===== config.mk =====
export PLATFORM = sky130hd
export DESIGN_NAME = murmur3_32_byte_stream_hash_core
export DESIGN_NICKNAME = d
export VERILOG_FILES = /design/src/hw/rtl/m3h_pkg.sv /design/src/hw/rtl/murmur3_32_byte_stream_hash_core.sv /design/src/hw/rtl/m3h_front.sv /design/src/hw/rtl/m3h_queue.sv /design/src/hw/rtl/m3h_back.sv
export VERILOG_INCLUDE_DIRS = /design/src /design/src/hw/rtl
export SDC_FILE = /design/constraint.sdc
export NUM_CORES = 2
export LEC_CHECK = 0
export BUFFER_PORTS_ARGS = -buffer_cell sky130_fd_sc_hd__buf_2
export CORE_MARGIN = 10
export CORE_UTILIZATION = 35
export CTS_BUF_LIST = sky130_fd_sc_hd__clkbuf_4
export DETAILED_ROUTE_END_ITERATION = 10
export GPL_ROUTABILITY_DRIVEN = 0
export SETUP_SLACK_MARGIN = 0.2
export SLEW_MARGIN = 20
export SYNTH_ARGS = -nofsm -noshare
export SYNTH_HDL_FRONTEND = slang
export SYNTH_HIERARCHICAL = 1
export SYNTH_SLANG_ARGS = --single-unit
export TNS_END_PERCENT = 100

===== constraint.sdc =====
create_clock -name clk -period 18.85 [get_ports clk]
set_input_delay 0.9425 -clock clk [delete_from_list [all_inputs] [get_ports clk]]
set_output_delay 0.9425 -clock clk [all_outputs]
set_load 0.03 [all_outputs]

===== src/hw/rtl/murmur3_32_byte_stream_hash_core_macros.svh =====
// Assertion macros for the murmur3 byte stream hash core.
`ifndef MURMUR3_32_BYTE_STREAM_HASH_CORE_MACROS_SVH
`define MURMUR3_32_BYTE_STREAM_HASH_CORE_MACROS_SVH
`ifndef SYNTHESIS
`define M3H_ASSERT_IMP(label, ante, cons) \
  label: assert property (@(posedge clk) disable iff (rst) (ante) |-> (cons)) \
    else $error("assertion failed");
`define M3H_ASSERT_NEXT(label, ante, cons) \
  label: assert property (@(posedge clk) disable iff (rst) (ante) |=> (cons)) \
    else $error("assertion failed");
`else
`define M3H_ASSERT_IMP(label, ante, cons)
`define M3H_ASSERT_NEXT(label, ante, cons)
`endif
`endif


===== src/hw/rtl/m3h_pkg.sv =====
`default_nettype none
package m3h_pkg;

  localparam logic [31:0] MIX_C1   = 32'hcc9e2d51;
  localparam logic [31:0] MIX_C2   = 32'h1b873593;
  localparam logic [31:0] FOLD_ADD = 32'he6546b64;
  localparam logic [31:0] FIN_M1   = 32'h85ebca6b;
  localparam logic [31:0] FIN_M2   = 32'hc2b2ae35;

  localparam int QDEPTH = 2;
  localparam int QPTR_W = $clog2(QDEPTH);
  localparam int QCNT_W = $clog2(QDEPTH + 1);

  // one queued command: an optional full block, then optionally the key end
  typedef struct packed {
    logic        do_block;
    logic        do_final;
    logic        first;
    logic [31:0] seed;
    logic [31:0] block;
    logic [23:0] tail;
    logic [31:0] len;
  } m3h_cmd_t;

  typedef enum logic [3:0] {
    S_IDLE,
    S_BMIX1,
    S_BMIX2,
    S_FOLD,
    S_TMIX1,
    S_TMIX2,
    S_FIN1,
    S_FIN2,
    S_FIN3
  } m3h_state_t;

  function automatic logic [31:0] rotl15(input logic [31:0] v);
    return {v[16:0], v[31:17]};
  endfunction

  function automatic logic [31:0] rotl13(input logic [31:0] v);
    return {v[18:0], v[31:19]};
  endfunction

endpackage
`default_nettype wire


===== src/hw/rtl/murmur3_32_byte_stream_hash_core.sv =====
// MurmurHash3 x86_32 of a key streamed one byte per item.
// Input channel (in_valid/in_ready): key_byte, byte_valid, last. Bytes come
// in key order; the item with last set closes the key. byte_valid 0 with
// last 1 closes the key without a byte (alone it is the empty key);
// byte_valid 0 with last 0 is taken and has no effect.
// Output channel (out_valid/out_ready): hash_value, one item per key.
// cfg_we/cfg_data write the seed; a key picks up the seed current when it
// begins.
// The front packs bytes into 32-bit blocks and hands block and key-end
// commands through a two-entry queue to the back, which runs them on one
// shared 32x32 multiplier: a block in two mix steps and a fold, a key end in
// two tail mix steps and three finalisation steps; it takes a new command
// only when idle. Bytes within a key stream at one per cycle while the queue
// has room; out_valid rises once the key end's steps and any ahead have run.
// in_ready drops only while the queue is full.
// A result held by a stalled receiver stops the back in its last step; the
// front keeps taking items until the queue fills.
// Reset clears the seed to zero, drops any partial key and any held result.
`default_nettype none
module murmur3_32_byte_stream_hash_core
  import m3h_pkg::*;
(
  input  wire logic        clk,
  input  wire logic        rst,
  input  wire logic        cfg_we,
  input  wire logic [31:0] cfg_data,
  input  wire logic        in_valid,
  output logic             in_ready,
  input  wire logic [7:0]  key_byte,
  input  wire logic        byte_valid,
  input  wire logic        last,
  output logic             out_valid,
  input  wire logic        out_ready,
  output logic [31:0]      hash_value
);

  logic     q_full;
  logic     q_avail;
  logic     push;
  logic     pop;
  m3h_cmd_t push_cmd;
  m3h_cmd_t pop_cmd;

  m3h_front u_front (
    .clk        (clk),
    .rst        (rst),
    .cfg_we     (cfg_we),
    .cfg_data   (cfg_data),
    .in_valid   (in_valid),
    .in_ready   (in_ready),
    .key_byte   (key_byte),
    .byte_valid (byte_valid),
    .last       (last),
    .q_full     (q_full),
    .push       (push),
    .push_cmd   (push_cmd)
  );

  m3h_queue u_queue (
    .clk      (clk),
    .rst      (rst),
    .push     (push),
    .push_cmd (push_cmd),
    .full     (q_full),
    .avail    (q_avail),
    .pop      (pop),
    .pop_cmd  (pop_cmd)
  );

  m3h_back u_back (
    .clk        (clk),
    .rst        (rst),
    .avail      (q_avail),
    .cmd_in     (pop_cmd),
    .pop        (pop),
    .out_valid  (out_valid),
    .out_ready  (out_ready),
    .hash_value (hash_value)
  );

endmodule
`default_nettype wire


===== src/hw/rtl/m3h_front.sv =====
`default_nettype none
module m3h_front
  import m3h_pkg::*;
(
  input  wire logic        clk,
  input  wire logic        rst,
  input  wire logic        cfg_we,
  input  wire logic [31:0] cfg_data,
  input  wire logic        in_valid,
  output logic             in_ready,
  input  wire logic [7:0]  key_byte,
  input  wire logic        byte_valid,
  input  wire logic        last,
  input  wire logic        q_full,
  output logic             push,
  output m3h_cmd_t         push_cmd
);

  logic [31:0] seed;
  logic [31:0] key_seed;
  logic        key_active;
  logic        sent;
  logic [23:0] partial;
  logic [1:0]  pos;
  logic [31:0] len;

  logic        accept;
  logic        blk_done;
  logic [23:0] partial_next;
  logic [1:0]  pos_next;
  logic [31:0] len_next;
  logic [31:0] cur_seed;

  assign in_ready = !q_full;
  assign accept   = in_valid && in_ready;
  assign blk_done = byte_valid && (pos == 2'd3);
  assign cur_seed = key_active ? key_seed : seed;
  assign len_next = len + {31'b0, byte_valid};

  always_comb begin
    partial_next = partial;
    pos_next     = pos;
    if (byte_valid) begin
      pos_next = pos + 2'd1;
      case (pos)
        2'd0: partial_next = {partial[23:8], key_byte};
        2'd1: partial_next = {partial[23:16], key_byte, partial[7:0]};
        2'd2: partial_next = {key_byte, partial[15:0]};
        default: partial_next = '0;
      endcase
    end
  end

  assign push = accept && (blk_done || last);

  always_comb begin
    push_cmd.do_block = blk_done;
    push_cmd.do_final = last;
    push_cmd.first    = !sent;
    push_cmd.seed     = cur_seed;
    push_cmd.block    = {key_byte, partial};
    push_cmd.tail     = partial_next;
    push_cmd.len      = len_next;
  end

  always_ff @(posedge clk) begin
    if (rst) begin
      seed       <= '0;
      key_seed   <= '0;
      key_active <= 1'b0;
      sent       <= 1'b0;
      partial    <= '0;
      pos        <= '0;
      len        <= '0;
    end else begin
      if (cfg_we) begin
        seed <= cfg_data;
      end
      if (accept) begin
        if (last) begin
          key_active <= 1'b0;
          sent       <= 1'b0;
          partial    <= '0;
          pos        <= '0;
          len        <= '0;
        end else if (byte_valid) begin
          if (!key_active) begin
            key_seed <= seed;
          end
          key_active <= 1'b1;
          if (push) begin
            sent <= 1'b1;
          end
          partial <= partial_next;
          pos     <= pos_next;
          len     <= len_next;
        end
      end
    end
  end

endmodule
`default_nettype wire


===== src/hw/rtl/m3h_queue.sv =====
`default_nettype none
`include "murmur3_32_byte_stream_hash_core_macros.svh"
module m3h_queue
  import m3h_pkg::*;
(
  input  wire logic      clk,
  input  wire logic      rst,
  input  wire logic      push,
  input  wire m3h_cmd_t  push_cmd,
  output logic           full,
  output logic           avail,
  input  wire logic      pop,
  output m3h_cmd_t       pop_cmd
);

  m3h_cmd_t              mem [QDEPTH];
  logic [QPTR_W-1:0]     wr_ptr;
  logic [QPTR_W-1:0]     rd_ptr;
  logic [QCNT_W-1:0]     count;

  assign full    = (count == QCNT_W'(QDEPTH));
  assign avail   = (count != '0);
  assign pop_cmd = mem[rd_ptr];

  always_ff @(posedge clk) begin
    if (push) begin
      mem[wr_ptr] <= push_cmd;
    end
  end

  always_ff @(posedge clk) begin
    if (rst) begin
      wr_ptr <= '0;
      rd_ptr <= '0;
      count  <= '0;
    end else begin
      if (push) begin
        wr_ptr <= (wr_ptr == QPTR_W'(QDEPTH - 1)) ? '0 : wr_ptr + 1'b1;
      end
      if (pop) begin
        rd_ptr <= (rd_ptr == QPTR_W'(QDEPTH - 1)) ? '0 : rd_ptr + 1'b1;
      end
      case ({push, pop})
        2'b10:   count <= count + 1'b1;
        2'b01:   count <= count - 1'b1;
        default: count <= count;
      endcase
    end
  end

  `M3H_ASSERT_IMP(q_no_overflow, push && !pop, count < QCNT_W'(QDEPTH))
  `M3H_ASSERT_IMP(q_no_underflow, pop, count != '0)
  `M3H_ASSERT_NEXT(q_pop_dec, pop && !push, count == $past(count) - 1'b1)

endmodule
`default_nettype wire


===== src/hw/rtl/m3h_back.sv =====
`default_nettype none
`include "murmur3_32_byte_stream_hash_core_macros.svh"
module m3h_back
  import m3h_pkg::*;
(
  input  wire logic        clk,
  input  wire logic        rst,
  input  wire logic        avail,
  input  wire m3h_cmd_t    cmd_in,
  output logic             pop,
  output logic             out_valid,
  input  wire logic        out_ready,
  output logic [31:0]      hash_value
);

  m3h_state_t  state;
  m3h_state_t  state_next;
  m3h_cmd_t    cmd;
  logic [31:0] h;
  logic [31:0] prod;

  logic [31:0] mul_a;
  logic [31:0] mul_b;
  logic [31:0] mul_full;
  logic        prod_en;
  logic        out_load;
  logic [31:0] fold_r;
  logic [31:0] fin_x;

  assign mul_full = mul_a * mul_b;
  assign fold_r   = rotl13(h ^ prod);
  assign fin_x    = h ^ prod ^ cmd.len;

  always_comb begin
    state_next = state;
    case (state)
      S_IDLE:  if (avail) state_next = cmd_in.do_block ? S_BMIX1 : S_TMIX1;
      S_BMIX1: state_next = S_BMIX2;
      S_BMIX2: state_next = S_FOLD;
      S_FOLD:  state_next = cmd.do_final ? S_TMIX1 : S_IDLE;
      S_TMIX1: state_next = S_TMIX2;
      S_TMIX2: state_next = S_FIN1;
      S_FIN1:  state_next = S_FIN2;
      S_FIN2:  state_next = S_FIN3;
      S_FIN3:  if (!out_valid || out_ready) state_next = S_IDLE;
      default: state_next = S_IDLE;
    endcase
  end

  always_comb begin
    pop      = 1'b0;
    prod_en  = 1'b0;
    out_load = 1'b0;
    mul_a    = '0;
    mul_b    = '0;
    case (state)
      S_IDLE:  pop = avail;
      S_BMIX1: begin
        prod_en = 1'b1;
        mul_a   = cmd.block;
        mul_b   = MIX_C1;
      end
      S_BMIX2: begin
        prod_en = 1'b1;
        mul_a   = rotl15(prod);
        mul_b   = MIX_C2;
      end
      S_TMIX1: begin
        prod_en = 1'b1;
        mul_a   = {8'b0, cmd.tail};
        mul_b   = MIX_C1;
      end
      S_TMIX2: begin
        prod_en = 1'b1;
        mul_a   = rotl15(prod);
        mul_b   = MIX_C2;
      end
      S_FIN1: begin
        prod_en = 1'b1;
        mul_a   = fin_x ^ {16'b0, fin_x[31:16]};
        mul_b   = FIN_M1;
      end
      S_FIN2: begin
        prod_en = 1'b1;
        mul_a   = prod ^ {13'b0, prod[31:13]};
        mul_b   = FIN_M2;
      end
      S_FIN3:  out_load = !out_valid || out_ready;
      default: pop = 1'b0;
    endcase
  end

  // an empty tail mixes to zero, so the tail path runs unconditionally
  always_ff @(posedge clk) begin
    if (pop) begin
      cmd <= cmd_in;
      if (cmd_in.first) begin
        h <= cmd_in.seed;
      end
    end
    if (prod_en) begin
      prod <= mul_full;
    end
    if (state == S_FOLD) begin
      h <= {fold_r[29:0], 2'b00} + fold_r + FOLD_ADD;
    end
    if (out_load) begin
      hash_value <= prod ^ {16'b0, prod[31:16]};
    end
  end

  always_ff @(posedge clk) begin
    if (rst) begin
      state     <= S_IDLE;
      out_valid <= 1'b0;
    end else begin
      state <= state_next;
      if (out_load) begin
        out_valid <= 1'b1;
      end else if (out_ready) begin
        out_valid <= 1'b0;
      end
    end
  end

  `M3H_ASSERT_NEXT(bk_start, state == S_IDLE && avail, state != S_IDLE)
  `M3H_ASSERT_IMP(bk_pop_idle, pop, state == S_IDLE)

endmodule
`default_nettype wire

Word-level counts from Yosys, hierarchy flattened
Memory sizes are Yosys's and may differ from the RTL's. A register that Yosys moved wholly into a read port is not among the register bits.
Cells that the tools add are included.
{ "totals": {"reg_bits": 318, "ram_bits": 246, "input_bits": 47, "out_inout_bits": 34, "elab_cells": 112, "n_memories": 1} }
{ "op_classes": {"n_addsub": 8, "multipliers": 1, "eq_ne": 16, "muxes": 36, "bitwise": 6, "reduce_logical": 25} }
{ "memory_table": {"columns": ["memory", "depth", "width", "rd", "rd_clocked_by_memory_dff", "wr", "line_no", "rtl"], "rows": [
  ["u_queue.mem", 2, 123, 1, 1, 1, "m3h_queue.sv:16", "m3h_cmd_t mem [QDEPTH];"]
]} }
{ "op_table": {"columns": ["cell", "n"], "rows": [
  ["$mux 32", 6],
  ["$pmux 32 s5", 1],
  ["$pmux 32 s4", 1],
  ["$mux 24", 3],
  ["$pmux 24 s3", 1],
  ["$xor 32x16->32", 2],
  ["$xor 32x32->32", 2],
  ["$pmux 4 s9", 1],
  ["$add 32x1->32", 1],
  ["$add 32x32->32", 1],
  ["$add 32x32->32 const B", 1],
  ["$mul 32x32->32", 1],
  ["$xor 32x19->32", 1],
  ["$eq 4x3->1 const B", 4],
  ["$mux 1", 16],
  ["$reduce_bool 2->1", 7],
  ["$eq 2x2->1 const B", 4],
  ["$eq 4x2->1 const B", 2],
  ["$mux 4", 2],
  ["$mux 3", 2],
  ["$reduce_and 2->1", 3],
  ["$reduce_and 3->1", 2],
  ["$reduce_or 6->1", 1],
  ["$add 2x1->2 const B", 2],
  ["15 further kinds", 25]
]} }

Depth between registers and ports, before layout
{ "logic_depth": {"word_depth": 7, "depth_mapped": 37, "mapped_depth_nobuf": 34} }

Modules after synthesis
Netlist, hierarchy kept.
{ "by_module_without_submodules": {"columns": ["mod", "n_inst", "cells_per_inst", "area_each_um2", "seq_area_each_um2"], "rows": [
  ["m3h_back", 1, 2399, 24657.4, 5655.4],
  ["m3h_queue", 1, 405, 9362.7, 7487.2],
  ["m3h_front", 1, 809, 6668.9, 2482.4]
]} }

Least setup slack after synthesis
Ideal clock, no wire load.
{ "synth_path": {"path_kind": "reg-to-reg", "from": "register u_back.state[1]", "to": "register u_back.prod[31] (data pin)", "setup_time_ps": 268, "t_arrival_ps": 7935, "required_ps": 18582, "slack_ps": 10648, "stages_incl_launch_ff": 33, "path_buffers": 3, "period_less_slack_ps": 8202, "path_cell_list": "dfxtp_1 -> nor3b_1 -> o21a_1 -> buf_6 -> buf_4 -> clkbuf_1 -> nand2_1 -> and2_1 -> inv_1 -> nor2_1 -> nand2_1 -> nand2_1 -> fa_1 -> inv_1 -> fa_1 -> inv_1 -> fa_1 -> inv_1 -> fa_1 -> inv_1 -> fa_1 -> fa_1 -> fa_1 -> fa_1 -> xnor2_1 -> xnor2_1 -> xnor2_1 -> xnor2_1 -> xnor2_1 -> xnor2_1 -> xnor2_1 -> xnor2_1 -> xnor3_1"} }
{ "synth_via": {"elab_chain_cells": 4, "word_cells_on_any_way": 11, "cone_classes": "1 x mul; 6 x eq/ne; 2 x mux; 2 x reduce/logical"} }
{ "synth_lines": {"columns": ["element", "line_no", "rtl"], "rows": [
  ["start: declaration", "m3h_back.sv:16", "m3h_state_t state;"],
  ["start signal: assignment", "m3h_back.sv:117", "state <= state_next;"],
  ["$eq 4x2->1 (tied with other cells)", "m3h_back.sv:56", "case (state)"],
  ["$reduce_or 2->1 (no line)", null, null],
  ["$pmux 32 s5 or $pmux 32 s4 (tied branches)", "m3h_back.sv:56", null],
  ["$mul 32x32->32 (*)", "m3h_back.sv:30", "assign mul_full = mul_a * mul_b;"],
  ["via u_back.mul_full[31]", "m3h_back.sv:24", "logic [31:0] mul_full;"],
  ["end signal: assignment", "m3h_back.sv:102", "prod <= mul_full;"],
  ["end: declaration", "m3h_back.sv:20", "logic [31:0] prod;"]
]} }
The timed path passes the listed nets; every way through them passes the cells marked *.
A chain may end at the register's enable or synchronous reset.

Worst setup path after layout
Same ends and word-level chain as after synthesis.

==> impl_results.md <==
- Post-synthesis sequential area ratio: 0.3840
- Synth Warn #: 6
- Unrepaired setup endpoints after global routing: false
- First-pass GRT wire length: 181,800 µm
- CP max stage delay: 820 ps
- Starting Density: 0.3516
- Syn nets: 4,254
- Post-synthesis xor/xnor area fraction: 0.05744
- Largest family of logic cells by synthesized area: adder cells
- Synth Register Bits: 565
- Critical path type: flip-flop to flip-flop
- Compound-cell area share of the yosys netlist: 0.07122
- Max-slew violation count: 0
- Most frequent cells in the layout: 621 x inv_1, 431 x edfxtp_1, 405 x fa_1
- Fmax: 100.8 MHz
- TritonCTS clock tree: yes
- Drt wl/cell: 22.96 µm
- Number of distinct library cells after synthesis: 90
- Synth Area in Simple Gates: 0.09579
- Met2 wire length: 53,410 µm
- Post-Route WL: 123,600 µm
- Die width: 361.0 µm
- Crit path top cell by count: fa_1
- GRT Residual Overflow: 0
- Port buffer count: 80
- Largest net degree at the start of global routing: 71
- Multiplexer share of the synthesized area: 0.05775
- Post_cts resized: 0
- HP Class: input port to flip-flop
- Hold-fix buffers at CTS: 0
- Net count reported at finish: 4,376
- Setup TNS: 0 ps
- Slew HR: 0.3142
- CTS Buffer Depth: 3
- Vias: 27,620
- Worst skew pair latency: 1040 ps
- Tot GR Track Use: 0.1865
- Max Cap Violations: 0
- Detail Route Antenna Nets: 0
- Hpwl dp: 94,740 µm
- Syn Area/Cell: 11.26 µm²
- DRT met1 WL: 49,850 µm
- 1st-iter DRT viols: 2,502
- Post-Syn Instances: 3,613
- Final hold violation count: 0
- Layout Utilization: 0.3871
- Ports: 81
- Status: complete, no violations
- TritonCTS buffer count: 151
- Met3 WL: 12,870 µm
- Crit end category: flip-flop
- Arrival @ worst endpoint: 10,720 ps
- Via/cell ratio: 5.130
- Area Growth Syn to Fin: 10.10%
- Commonest non-fill, non-tap cell in the layout: inv_1
- Final setup violating endpoints: 0
- Post-synth EDFFs: 431
- Worst clock skew: 118.2 ps
- Pre-antenna DRT Iters: 6
- Share of the synthesized area in the top cell type: 0.3181
- Number of setup buffers added after CTS: 0
- Rows: 125
- Kind of start point of the critical path: flip-flop
- Adder-cell share of the synthesized area: 0.2574
- CTS clk-pin slew, worst paths: 90 ps
- Main area contributors after synthesis: edfxtp_1 32%, fa_1 20%, dfxtp_1 6.6%
- H-Tree Level Count: 4
- Tmin final: 9922 ps
- Crit-path max FO: 39
- Core Footprint: 115,700 µm²
- Share of cells above drive strength 1: 0.1578
- # clock sinks: 565
- Synth Flop Type: edfxtp_1
- Top Layer Used: met5
- Remaining DRCs: 0
- Worst-Margin Slew: 1028 ps
- CP Data Required Time: 19,640 ps
- Synth Cell Area: 40,690 µm²
- Vias in the first global route: 28,100
- Synth async-reset ratio: 0
- Die area: 130,300 µm²
- Root Driver: clkbuf_4
- Area leader, netlist: edfxtp_1
- Slowest CP cell: dfxtp_1
- Initial antenna violation count: 17
- Die Height: 361.0 µm
- Period utilization: 0.5264
state kept, by name, summed over array words and instances, names as in the netlist, 2 cells and up, named ones only:
signal             cells
u_queue/count          2
u_back/prod           32
u_front/len           32
u_front/pos            2
u_queue/mem          246
u_front/partial       24
u_back/h              32
u_back/state           4
u_back/cmd            89
u_front/seed          32
u_back/hash_value     32
u_front/key_seed      32
final timing paths:
check / start / end / slack [ps] / cells past startpoint
worst max-delay path: u_back/state[1]$_SDFFE_PP0P_ / u_back/prod[31]$_DFFE_PP_ / 8930 / 31
worst min-delay path: cfg_data[24] / u_front/seed[24]$_SDFFE_PP0P_ / 180 / 3
worst max register to register: u_back/state[1]$_SDFFE_PP0P_ / u_back/prod[31]$_DFFE_PP_ / 8930 / 31
worst min register to register: u_front/partial[19]$_SDFFE_PP0P_ / u_queue/mem[0][75]$_DFFE_PP_ / 420 / 0
routing by layer:
layer	up-vias	global-route usage
li1	12290	-
met1	13550	0.2337
met2	1340	0.2808
met3	412	0.06371
met4	26	0.1028
met5	-	0
logic make-up after synthesis:
logic type               Yosys count
flip-flops                       565
adder cells (fa/ha/maj)          594
XOR/XNOR                         237
AO/OA/AOI/OAI                    437
buffers and inverters            788
multiplexers                     189
AND/OR/NAND/NOR                  803
cell usage after synthesis (all sizes together), types with 19 or more instances:
cell type,number
nand2,218
xnor3,19
clkbuf,97
xor2,78
and2,53
xnor2,140
nand4,21
edfxtp,431
nor3,58
mux2,156
nand3,35
buf,65
a21oi,99
inv,625
a21o,25
dfxtp,134
o21ai,107
fa,405
a21boi,28
mux2i,33
or2,36
a31oi,20
nor2,255
ha,189
stage by stage:
stage | std cells | area [µm²] | setup slack, ps | hold WS, ps
final | 5385 | 44800 | 8928 | 182.7
after global routing | 5385 | 44800 | 8337 | 105.8
after CTS | 5382 | 44760 | 9026 | 25.18
after detailed placement | 5105 | 42700 | 8908 | 437.8
after global placement | 5104 | 42680 | 9074 | 443.0
after floorplan | 3613 | 40690 | 10650 | 420.6
critical path, delay by kind of cell, from the launching register on:
family / cells / cell delay [ps]
xor gates and xnor gates: 1 / 260
DFF: 1 / 820
adders and majority gates: 9 / 4350
and+or+nand+nor: 5 / 1650
AOI/OAI and AO/OA: 10 / 1980
buffers and inverters: 6 / 690
area by class of cell:
cell class / instances / area [µm²]
clock buffers: 226 / 1697
diodes: 2 / 5.005
inverters: 626 / 2350
fillers: 11420 / 70940
clock inverters: 51 / 365.4
well taps: 1524 / 1907
multi-input cells: 2260 / 22030
flip-flops and latches: 565 / 15630
repair buffers: 131 / 818.3
Power is not shown: default switching activity piles up to over one toggle a cycle in this logic, so the estimate is an artifact.
